<file path="src/abb_pkg.sv">
// Package for the anchored box blur: sizes, register indexes, command and status types.
// No dependencies.
`timescale 1ns / 1ps
package abb_pkg;
   localparam int MAX_WIDTH  = 4096;
   localparam int MAX_HEIGHT = 4096;
   localparam int MAX_WINDOW = 32;
   localparam int XW = $clog2(MAX_WIDTH);
   localparam int YW = $clog2(MAX_HEIGHT);
   localparam int KW = $clog2(MAX_WINDOW);
   localparam int SW = 19;                 // one channel's vertical sum
   localparam int TW = 24;                 // one channel's window total
   localparam int CW = 11;                 // covered pixel count

   localparam logic [1:0] REG_WINDOW = 2'd0;
   localparam logic [1:0] REG_WIDTH  = 2'd1;
   localparam logic [1:0] REG_HEIGHT = 2'd2;

   typedef struct packed {
      logic load;      // capture pixel and position, start reads
      logic update;    // write column sum, rows and recent sum
      logic acc_clr;   // clear horizontal total
      logic acc_add;   // add one recent column sum
      logic div_start;
   } cmd_type;

   typedef struct packed {
      logic acc_done;
      logic div_done;
   } status_type;
endpackage

</file>
<file path="src/abb_ctrl.sv">
// Controller state machine: sequences load, update, accumulate, divide, respond.
// Depends on abb_pkg.
`timescale 1ns / 1ps
module abb_ctrl (
   input  logic                clock,
   input  logic                reset,
   input  logic                req_valid,
   output logic                req_stall,
   output logic                rsp_valid,
   input  logic                rsp_stall,
   input  logic                restart,
   output abb_pkg::cmd_type    cmd,
   input  abb_pkg::status_type status,
   input  logic [abb_pkg::XW:0] w,
   input  logic [abb_pkg::YW:0] h,
   output logic [abb_pkg::XW-1:0] pos_x,
   output logic [abb_pkg::YW-1:0] pos_y
);
   localparam logic [2:0] S_IDLE = 3'd0, S_READ = 3'd1, S_UPD = 3'd2, S_ACC = 3'd3,
                          S_DIV = 3'd4, S_OUT = 3'd5;
   logic [2:0] state_ff, state_in;
   logic [abb_pkg::XW:0] px_ff;
   logic [abb_pkg::YW:0] py_ff;

   // Positions are clamped as in a fresh row or frame when the limits shrink.
   logic [abb_pkg::XW:0] px_c;
   logic [abb_pkg::YW:0] py_c;
   assign px_c = (px_ff >= w) ? '0 : px_ff;
   assign py_c = (py_ff >= h) ? '0 : py_ff;
   assign pos_x = px_c[abb_pkg::XW-1:0];
   assign pos_y = py_c[abb_pkg::YW-1:0];

   logic take;
   assign req_stall = (state_ff != S_IDLE);
   assign take = req_valid && !req_stall;
   assign rsp_valid = (state_ff == S_OUT);

   always_comb begin
      state_in = state_ff;
      cmd = '0;
      case (state_ff)
         S_IDLE: if (take) begin cmd.load = 1'b1; state_in = S_READ; end
         S_READ: state_in = S_UPD;
         S_UPD: begin cmd.update = 1'b1; state_in = S_ACC; end
         S_ACC: begin
            if (status.acc_done) begin cmd.div_start = 1'b1; state_in = S_DIV; end
         end
         S_DIV: if (status.div_done) state_in = S_OUT;
         S_OUT: if (!rsp_stall) state_in = S_IDLE;
         default: state_in = S_IDLE;
      endcase
      // Clear the accumulator in the same cycle as the recent sum is written.
      if (state_ff == S_UPD) cmd.acc_clr = 1'b1;
   end

   always_ff @(posedge clock) begin
      if (reset) begin
         state_ff <= S_IDLE; px_ff <= '0; py_ff <= '0;
      end else begin
         state_ff <= state_in;
         if (restart) begin
            px_ff <= '0; py_ff <= '0;
         end else if (take) begin
            if (px_c + 1'b1 >= w) begin
               px_ff <= '0;
               py_ff <= (py_c + 1'b1 >= h) ? '0 : py_c + 1'b1;
            end else begin
               px_ff <= px_c + 1'b1;
               py_ff <= py_c;
            end
         end
      end
   end

   a_no_take_busy: assert property (@(posedge clock) disable iff (reset)
      state_ff != S_IDLE |-> !take) else $error("transfer accepted while busy");
   a_load_then_read: assert property (@(posedge clock) disable iff (reset)
      cmd.load |=> state_ff == S_READ) else $error("load not followed by read");
   a_out_holds: assert property (@(posedge clock) disable iff (reset)
      rsp_valid && rsp_stall |=> rsp_valid) else $error("result dropped under stall");
endmodule

</file>
<file path="config.mk">
export PLATFORM = sky130hd
export DESIGN_NAME = abb_ctrl
export DESIGN_NICKNAME = d
export VERILOG_FILES = /design/src/abb_pkg.sv /design/src/abb_ctrl.sv
export SDC_FILE = /design/constraint.sdc
export NUM_CORES = 1
export LEC_CHECK = 0
export BUFFER_PORTS_ARGS = -buffer_cell sky130_fd_sc_hd__buf_4
export CAP_MARGIN = 20
export CORE_MARGIN = 3
export CORE_UTILIZATION = 57
export DETAILED_ROUTE_END_ITERATION = 8
export PLACE_DENSITY = 0.78
export SLEW_MARGIN = 0
export SYNTH_ARGS = -nofsm -noshare
export SYNTH_HDL_FRONTEND = slang
export SYNTH_SLANG_ARGS = --single-unit
</file>
<file path="constraint.sdc">
create_clock -name clock -period 12.8 [get_ports clock]
set_clock_uncertainty 0.2 [all_clocks]
set_input_delay 2.56 -clock clock [delete_from_list [all_inputs] [get_ports clock]]
set_output_delay 2.56 -clock clock [all_outputs]
set_load 0.005 [all_outputs]
</file>
# == Word-level counts from Yosys, hierarchy flattened ==
# Index checks and enable logic that the tools add are counted.
# word_totals
ff_bits,29
in_bits,33
output_inout_bits,31
elab_cells,39
# op_classes
n_addsub,2
magnitude_cmp,4
n_eq_ne,9
mux,15
n_reduce_logical,6
# op_table
cell,n
$mux 13,5
$ge 13x13->1,4
$add 13x1->13 const B,2
$pmux 3 s6,1
$mux 3,4
$ne 2x2->1 const B,4
$eq 3x2->1 const B,2
$eq 3x3->1 const B,2
$mux 1,5
$reduce_and 4->1,1
$eq 3x1->1 const B,1
$logic_not 3->1,1
$reduce_bool 3->1,1
$reduce_or 2->1,1
$logic_and 1x1->1,1
$logic_not 1->1,1

# == Depth between registers and ports, before layout ==
# Gate-level depths: netlist of run 1.
# depth
depth_word,6
ltp_mapped,23
mapped_depth_nobuf,20

# == Least setup slack after synthesis of run 1 ==
# Ideal clock, no wire load.
# synth_path
path_type,in2out
start,in h[2] in the netlist's numbering
end,out pos_y[0] in the netlist's numbering
t_arrival_ns,4.163
required_ns,10.040
slack_ns,5.877
path_stages,9
path_buffers,2
cell_sequence,inv_1 ha_1 a21o_1 a31oi_1 o21ai_1 a41oi_1 clkbuf_1 clkbuf_1 and2_1
# synth_via
elab_chain_len,2
# synth_lines
element,line_no,text
start: declaration,abb_ctrl.sv:15,"input logic [abb_pkg::YW:0] h,"
$ge 13x13->1,abb_ctrl.sv:29,assign py_c = (py_ff >= h) ? '0 : py_ff;
$mux 13,abb_ctrl.sv:29,
end: declaration,abb_ctrl.sv:17,output logic [abb_pkg::YW-1:0] pos_y
# Every way passes these cells.

# == Worst setup path in the final report of run 1 ==
# layout_path
start,in w[12] in the netlist's numbering
end,out pos_x[0] in the netlist's numbering
# layout_via
elab_chain_len,2
# layout_lines
element,line_no,text
start: declaration,abb_ctrl.sv:14,"input logic [abb_pkg::XW:0] w,"
$ge 13x13->1,abb_ctrl.sv:28,assign px_c = (px_ff >= w) ? '0 : px_ff;
$mux 13,abb_ctrl.sv:28,
end: declaration,abb_ctrl.sv:16,"output logic [abb_pkg::XW-1:0] pos_x,"
# Every way passes these cells.

==> qor.yml, run 1 <==
synth_seq_cells: 29
synth_ff_type: "dfxtp_1"
grt_max_degree: 31
seqCellArea_um2: 581
crit_arrival_ns: 4.55
die_w_um: 80.6
post_cts_buffers: 0
clock_latency_ns: 0.28
cts_sinks: 29
cp-end-kind: "primary output"
drive_above_1_share_pct: 19.2
top_level_ports: 64
reg2reg_slack_ns: 7.60
grt.met1_usage_pct: 33.4
drt_iter0_markers: 163
critical_path_required_ns: 10.04
crit_chain: "buf_4 > inv_1 > ha_1 > nand2_1 > nor2_1 > nand2_1 > o21ai_1 > nor2_1 > buf_4"
grt_pass1_vias: 2811
met3_usage_pct: 3.92
utilization_pct: 71.6
cap_violations: 0
use_met2_pct: 40.1
rsz0062_at_grt: "false"
floorplan.die_area_um2: 6490
grt_usage_pct: 24.4
p_per_area_nw_per_um2: 56.4
netlist_instances: 409
dr.pass1.iters: 4
core_region_area_um2: 5240
start_util_pct: 60.5
async_flop_share_pct: 0
dp_hpwl_mm: 6.05
start_kind: "primary input"
num_vias: 2982
cts_tree: "done"
overflow: 0
cts_buffers: 5
setup.worst_path.class: "primary input to primary output"
yosysWarnings: 0
die_y_um: 80.6
place.gp.congestion: 0.912
ys_seq_area_share_pct: 18.3
min_period_over_period_pct: 57.1
antenna_found_initial: 0
worstMarginPinSlew_ns: 1.02
wl_per_cell_um: 14.1
wirelength_mm: 7.52
p_leak_uw: 0.00192
synth_top_area_cell: "ha_1"
path_max_fanout: 14
setup_viol: 0
cts-root-buf: "clkbuf_8"
path_buf_inv: 3
syn_nets: 496
n_antenna_cell: 0
ant_nets: 0
synth-edff-count: 0
synthToLayoutAreaGrowth_pct: 18.4
nFillCells: 419
outcome: "finished clean"
synth_area_um2: 3170
relSlewSlack_pct: 31.9
post_synth.cell_area_avg_um2: 7.75
cts_resized: 0
rows: 26
slowest_stage: "o21ai_1"
fin_nets: 552
holdBufCountCts: 0
hold_viol: 0
period_needed_ns: 7.31
grt_pass1_wl_mm: 12.7
synth_top_area_share_pct: 21.3
final_cells: 534
synth_area_leaders: "ha_1 21%, dfxtp_1 18%, and2_1 7.5%"
critPathTopFamily: "compound AO/OA/AOI/OAI gates"
viasPerCell: 5.58
maxSlewViolCount: 0
placed_cells: 527
fmax_ghz: 0.137
ir_worst_vdd_mv: 0.0576
slowest_delay_ns: 0.80
final.setup.tns_ns: 0
ys_types: 54
htree_levels: 2
clk_path_buf_depth: 2
hold_class: "flip-flop to flip-flop"
most-common-layout-cells: "64 x buf_4, 54 x ha_1, 38 x and2_1"
clkSlewWorstSetupHoldPaths_ns: 0.06
layout_commonest_cell: "buf_4"
route.detailed.drc: 0
busiest_layer: "met2"
multiInputGateArea_um2: 2400
io_buffers: 62
## metal layers
metal | vias up | share of wire (%) | wire length, um
li1 | 1553 | - | -
met3 | 7 | 5.0 | 377
met5 | - | 0 | 0
met1 | 1349 | 48 | 3590
met4 | 0 | 0.82 | 62
met2 | 73 | 46 | 3490
## cell families after synthesis
family,after synthesis,synth area share (%)
muxes,1,0.316
and+or+nand+nor,173,30.8
DFF,29,18.3
adders and majority gates,54,21.3
xor gates and xnor gates,22,6.08
AOI/OAI and AO/OA,82,16.8
buffers and inverters,47,6.28
other,1,0.118
## report_power, final
part | total [uW] | internal, uW | switching (uW)
sequential | 95.6 | 92.0 | 3.59
clock | 68.1 | 35.6 | 32.5
combinational | 47.9 | 21.9 | 25.9
## layout make-up
cell class | instances | share of cell area [%]
Tap cell | 70 | 2.33
Inverter | 31 | 3.10
Sequential cell | 29 | 15.5
Clock inverter | 1 | 0.133
Timing Repair Buffer | 65 | 13.2
Clock buffer | 5 | 1.83
Multi-Input combinational cell | 333 | 63.9
## path summary, 6_finish.rpt
check	start	endpoint	cells after the start
min reg2reg	px_ff[0]$_SDFFE_PP0P_	px_ff[0]$_SDFFE_PP0P_	2
max	w[12]	pos_x[0]	9
max reg2reg	px_ff[0]$_SDFFE_PP0P_	py_ff[11]$_SDFFE_PP0P_	21
min	px_ff[0]$_SDFFE_PP0P_	px_ff[0]$_SDFFE_PP0P_	2
## Yosys cell counts, types with 4 or more instances
library cell / n
a21o_1: 4
a21oi_1: 22
a22o_1: 9
a31oi_1: 4
and2_1: 38
and3_1: 13
and4_1: 6
clkbuf_1: 9
dfxtp_1: 29
ha_1: 54
inv_1: 30
nand2_1: 30
nand3_1: 20
nand4_1: 4
nor2_1: 30
nor2b_1: 6
nor3_1: 7
o21ai_0: 15
o21ai_1: 10
xnor2_1: 13
xor2_1: 9
## sequential cells by signal, summed over array words and instances, names as in the netlist
register	count
py_ff	13
px_ff	13
state_ff	3
## metrics by stage
stage | hold WS (ns) | worst slack (ns) | power, uW | cell area [um^2]
5_1_grt | 0.361 | 5.22 | 223 | 3750
2_1_floorplan | 0.264 | 5.88 | 127 | 3170
6_report | 0.325 | 5.49 | 212 | 3750
3_3_place_gp | 0.295 | 5.16 | 144 | 3660
3_5_place_dp | 0.303 | 5.09 | 145 | 3660
4_1_cts | 0.311 | 5.25 | 213 | 3740
## tightest hold or removal path, delay by kind of cell, from the launching register on
family | cells | cell delay, ns
DFF | 1 | 0.35
and+or+nand+nor | 1 | 0.07
AOI/OAI and AO/OA | 1 | 0.06
Note: power is estimated with default switching activity, not from simulation.
==> inputs of run 2 (changes only) <==
CORE_UTILIZATION = 56   (was 57)
PLACE_DENSITY = 0.77   (was 0.78)
clock period = 7.7 ns   (was 12.8 ns; I/O delays follow)
==> run 2 against run 1 <==
Register-to-register slack got worse by 4.9 ns. Wire length rose by 5.7%. Via count rose by 2.8%. Combinational power rose by 66%. Clock power rose by 84%. Count of clock-buffer cells in the layout rose by 2.
==> qor.yml, run 2 (synthesized netlist as in run 1, its figures left out) <==
outcome: "finished clean"
route.detailed.drc: 0  # unchanged
maxSlewViolCount: 0  # unchanged
seqCellArea_um2: 581  # unchanged
hold_class: "flip-flop to flip-flop"
crit_path_start: "w[2]"
cts_buffers: 5  # unchanged
grt.met1_usage_pct: 33.9  # +0.58 points
wirelength_mm: 7.95  # +5.7%
grt_max_degree: 27  # -13%
start_kind: "primary input"
post_cts_buffers: 0  # unchanged
cts_resized: 0  # unchanged
min_period_over_period_pct: 77.0
cp-endpoint: "py_ff[3]$_SDFFE_PP0P_"
num_vias: 3065  # +2.8%
htree_levels: 2  # unchanged
period_needed_ns: 5.93
clk_path_buf_depth: 2  # unchanged
rows: 26  # unchanged
met3_usage_pct: 4.32  # +0.40 points
clkSlewWorstSetupHoldPaths_ns: 0.06  # about the same
overflow: 0  # unchanged
setup_viol: 0  # unchanged
nFillCells: 474  # +13%
viasPerCell: 5.73  # +2.6%
placed_cells: 528  # +0.19%
clock_latency_ns: 0.28  # about the same
drt_iter0_markers: 174  # +6.7%
crit_arrival_ns: 5.95  # +1.40 ns
hold_viol: 0  # unchanged
dp_hpwl_mm: 6.29  # +4.1%
n_antenna_cell: 0  # unchanged
final.setup.tns_ns: 0  # unchanged
grt_pass1_wl_mm: 13.3  # +4.8%
use_met2_pct: 42.9  # +2.7 points
cap_violations: 0  # unchanged
die_y_um: 81.2  # +0.83%
final_cells: 535  # +0.19%
core_region_area_um2: 5300  # +1.2%
grt_pass1_vias: 2863  # +1.8%
multiInputGateArea_um2: 2400  # unchanged
cts-root-buf: "clkbuf_8"
busiest_layer: "met2"
fmax_ghz: 0.169
cts_sinks: 29  # unchanged
cp-end-kind: "flip-flop"
grt_usage_pct: 25.4  # +0.95 points
ir_worst_vdd_mv: 0.101  # +76%
setup.worst_path.class: "primary input to flip-flop"
wl_per_cell_um: 14.9  # +5.5%
path_max_fanout: 14  # unchanged
p_per_area_nw_per_um2: 96.8  # +72%
rsz0062_at_grt: "false"
start_util_pct: 59.8  # -0.74 points
floorplan.die_area_um2: 6600  # +1.7%
drive_above_1_share_pct: 19.1  # -0.041 points
dr.pass1.iters: 5  # +1
antenna_found_initial: 0  # unchanged
holdBufCountCts: 0  # unchanged
min_from: "px_ff[0]$_SDFFE_PP0P_"
fin_nets: 552  # unchanged
p_leak_uw: 0.00192  # about the same
critical_path_required_ns: 7.72  # -2.32 ns
ant_nets: 0  # unchanged
top_level_ports: 64  # unchanged
cts_tree: "done"
die_w_um: 81.2  # +0.83%
top_regs: "px_ff x13, py_ff x13, state_ff x3"
reg2regPathDepth: 21  # unchanged
io_buffers: 62  # unchanged
most-common-layout-cells: "65 x buf_4, 54 x ha_1, 38 x and2_1"
r2r_end: "py_ff[3]$_SDFFE_PP0P_"
layout_commonest_cell: "buf_4"
place.gp.congestion: 0.845  # -7.3%
synthToLayoutAreaGrowth_pct: 18.5
r2r-start: "px_ff[0]$_SDFFE_PP0P_"
worstMarginPinSlew_ns: 0.847  # -0.168 ns
relSlewSlack_pct: 43.3  # +11 points
reg2reg_slack_ns: 2.65  # -4.95 ns
-- run 2: changes by cell type in the layout (fill, tap and decap cells not counted) --
| cell | previous run | this run |
|---|---|---|
| buf_4 | 64 | 65 |
| buf_8 | 1 | 0 |
| clkbuf_1 | 0 | 1 |
| clkbuf_8 | 5 | 6 |
| clkinv_2 | 1 | 0 |
-- run 2: worst max-delay path: stages --
cell,delay [ns]
buf_4,0.08
inv_1,0.05
ha_1,0.30
a21oi_1,0.11
o21ai_0,0.11
a31oi_1,0.31
o21ai_1,0.13
buf_4,0.21
nor2_1,0.23
ha_1,0.29
and4_1,0.30
nand3_1,0.11
xor2_1,0.16
nor2_1,0.15
ha_1,0.30
and4_1,0.18
a41oi_2,0.18
nor2b_2,0.08
nor4_4,0.38
a21o_1,0.21
and2_1,0.34
a22o_1,0.20
-- run 2: routing by layer --
metal	up-vias	wire length (um)
met1	1400	3630
li1	1553	-
met3	6	480
met2	106	3770
met5	-	0
met4	0	75
-- run 2: per-stage QoR --
| step | hold WS [ns] | utilization (%) | instance area (um^2) | power [uW] | setup WS (ns) |
|---|---|---|---|---|---|
| after CTS | 0.328 | 70.8 | 3760 | 365 | 1.82 |
| after detailed placement | 0.303 | 69.2 | 3670 | 241 | 1.56 |
| after global placement | 0.293 | 69.2 | 3670 | 238 | 1.78 |
| after floorplan | 0.264 | - | 3170 | 211 | 2.13 |
| after global routing | 0.359 | 70.8 | 3760 | 384 | 1.47 |
| final | 0.330 | 70.8 | 3760 | 364 | 1.77 |
-- run 2: layout make-up --
class / instances / share of cell area, %
inverters: 31 / 3.10
repair buffers: 65 / 13.0
multi-input cells: 333 / 63.8
flip-flops and latches: 29 / 15.5
well taps: 70 / 2.33
clock buffers: 7 / 2.30
-- run 2: report_power, final --
| part | switching (uW) | total, uW | internal, uW | leakage [uW] |
|---|---|---|---|---|
| sequential | 5.91 | 159 | 153 | 0.000234 |
| clock | 54.5 | 125 | 70.7 | 0.0000443 |
| combinational | 43.3 | 79.6 | 36.3 | 0.00164 |
| total | 104 | 364 | 260 | 0.00192 |
-- run 2: how the worst min path moves through the flow --
stage / end / depth (start not counted) / slack (ns)
CTS: px_ff[0]$_SDFFE_PP0P_ / 2 / 0.33
finish: px_ff[0]$_SDFFE_PP0P_ / 2 / 0.33
floorplan: px_ff[0]$_SDFFE_PP0P_ / 2 / 0.26
global route: px_ff[0]$_SDFFE_PP0P_ / 2 / 0.36
global placement: px_ff[0]$_SDFFE_PP0P_ / 2 / 0.29
detailed placement: px_ff[0]$_SDFFE_PP0P_ / 2 / 0.30
==> inputs of run 3 (changes only) <==
clock period = 5.77 ns   (was 7.7 ns; I/O delays follow)
==> run 3 against run 2 <==
Setup slack got worse by 1.2 ns. Flip-flop and latch count did not move. Design area rose by 1.0%. Clock power rose by 77%. Critical path type unchanged.
==> qor.yml, run 3 (synthesized netlist as in run 1, its figures left out) <==
die_w_um: 81.2  # unchanged
synthToLayoutAreaGrowth_pct: 19.7
setup_viol: 0  # unchanged
start_kind: "primary input"
clk_path_buf_depth: 2  # unchanged
cts_buffers: 5  # unchanged
cap_violations: 0  # unchanged
setup.worst_path.class: "primary input to flip-flop"
start_util_pct: 59.8  # unchanged
io_buffers: 62  # unchanged
crit_arrival_ns: 5.27  # -0.68 ns
rows: 26  # unchanged
cts_resized: 0  # unchanged
antenna_found_initial: 0  # unchanged
ant_nets: 0  # unchanged
layout_commonest_cell: "buf_4"
cts_sinks: 29  # unchanged
postLayoutCellArea_um2: 3790  # +1.0%
grt_pass1_wl_mm: 13.0  # -2.3%
p_per_area_nw_per_um2: 142  # +47%
dp_hpwl_mm: 6.17  # -2.0%
floorplan.die_area_um2: 6600  # unchanged
drt_iter0_markers: 135  # -22%
slowest_delay_ns: 0.36  # -0.02 ns
crit_chain: "buf_4 > inv_1 > ha_1 > a21oi_1 > o21ai_0 > a31oi_1 > o21ai_1 > nor2_1 > ha_1 > and4_1 > nand3_1 > xor2_1 > nor2_1 > ha_1 > a211oi_2 > o21ai_1 > and3_4 > nor4_4 > a21o_1 > and2_2 > a22o_1"
num_vias: 3040  # -0.82%
final.setup.tns_ns: 0  # unchanged
hold_viol: 0  # unchanged
seqCellArea_um2: 581  # unchanged
worstMarginPinSlew_ns: 0.831  # -0.0159 ns
relSlewSlack_pct: 44.4  # +1.1 points
post_cts_buffers: 0  # unchanged
rsz0062_at_grt: "false"
outcome: "finished clean"
grt_max_degree: 28  # +3.7%
htree_levels: 2  # unchanged
n_antenna_cell: 0  # unchanged
path_max_fanout: 9  # -5
total_power_uw: 539  # +48%
place.gp.congestion: 0.922  # +9.1%
cts_tree: "done"
wirelength_mm: 7.76  # -2.4%
cp-end-kind: "flip-flop"
maxSlewViolCount: 0  # unchanged
die_y_um: 81.2  # unchanged
top_regs: "px_ff x13, py_ff x13, state_ff x3"
nFillCells: 457  # -3.6%
fmax_ghz: 0.190
cts-root-buf: "clkbuf_8"
ir_worst_vdd_mv: 0.133  # +31%
p_leak_uw: 0.00194  # +0.99%
hold_class: "flip-flop to flip-flop"
most-common-layout-cells: "66 x buf_4, 54 x ha_1, 37 x and2_1"
grt_usage_pct: 24.8  # -0.58 points
viasPerCell: 5.66  # -1.2%
wl_per_cell_um: 14.4  # -2.8%
slowest_stage: "nor4_4"
cp_common_cell: "ha_1"
clock_latency_ns: 0.28  # about the same
holdBufCountCts: 0  # unchanged
clkSlewWorstSetupHoldPaths_ns: 0.07  # about the same
top_level_ports: 64  # unchanged
fin_nets: 553  # +0.18%
period_needed_ns: 5.25
min_period_over_period_pct: 91.0
grt_pass1_vias: 2886  # +0.80%
path_buf_inv: 2  # -1
route.detailed.drc: 0  # unchanged
core_region_area_um2: 5300  # unchanged
critical_path_required_ns: 5.79  # -1.93 ns
critPathTopFamily: "simple AND/OR/NAND/NOR gates"
drive_above_1_share_pct: 19.7  # +0.56 points
final_cells: 537  # +0.37%
placed_cells: 529  # +0.19%
postPlaceCellArea_um2: 3680  # +0.20%
dr.pass1.iters: 4  # -1
multiInputGateArea_um2: 2400  # about the same
overflow: 0  # unchanged
## run 3: changes by cell type in the layout (fill, tap and decap cells not counted), sizes merged
cell    change
bufinv      +1
buf         +1
## run 3: routing by layer
layer  wire, um  global-route usage, %  up-vias  part of all wire [%]
met5          0                      0        -                     0
met4         68                   4.90        0                  0.88
met3        490                   3.77        8                   6.3
met2       3610                   42.6       83                    47
met1       3580                   32.8     1388                    46
li1           -                      -     1561                     -
## run 3: layout make-up
| type | instances | share of cell area [%] |
|---|---|---|
| clock inverters | 1 | 0.791 |
| flip-flops and latches | 29 | 15.3 |
| clock buffers | 7 | 2.27 |
| multi-input cells | 333 | 63.2 |
| repair buffers | 66 | 13.1 |
| inverters | 31 | 3.07 |
| well taps | 70 | 2.31 |
## run 3: path summary, 6_finish.rpt
kind	startpoint	to	slack [ns]	cells past startpoint
setup / recovery	w[2]	py_ff[8]$_SDFFE_PP0P_	0.52	21
hold reg to reg	px_ff[0]$_SDFFE_PP0P_	px_ff[0]$_SDFFE_PP0P_	0.31	2
setup reg to reg	px_ff[0]$_SDFFE_PP0P_	py_ff[8]$_SDFFE_PP0P_	1.11	20
hold / removal	px_ff[0]$_SDFFE_PP0P_	px_ff[0]$_SDFFE_PP0P_	0.31	2
## run 3: where the power goes
part | internal [uW] | total [uW] | switching (uW)
registers | 204 | 211 | 7.58
logic | 48.5 | 106 | 57.6
clock network | 141 | 221 | 80.7
## run 3: worst reg2reg max path: stages (launching register included)
cell      delay [ns]
dfxtp_1         0.38
inv_1           0.09
ha_1            0.28
nor2b_1         0.10
o21ai_0         0.09
a31oi_1         0.29
o21ai_1         0.14
nor2_1          0.21
ha_1            0.27
and4_1          0.30
nand3_1         0.12
xor2_1          0.16
nor2_1          0.16
ha_1            0.30
a211oi_2        0.19
o21ai_1         0.09
and3_4          0.20
nor4_4          0.36
a21o_1          0.21
and2_2          0.27
a22o_1          0.20
## run 3: stage by stage
step                utilization, %  hold slack (ns)  worst slack (ns)
floorplan                        -            0.264             0.590
global placement              69.3            0.301             0.270
detailed placement            69.3            0.296             0.217
CTS                           71.5            0.308             0.472
global route                  71.6            0.339             0.140
finish                        71.6            0.312             0.518
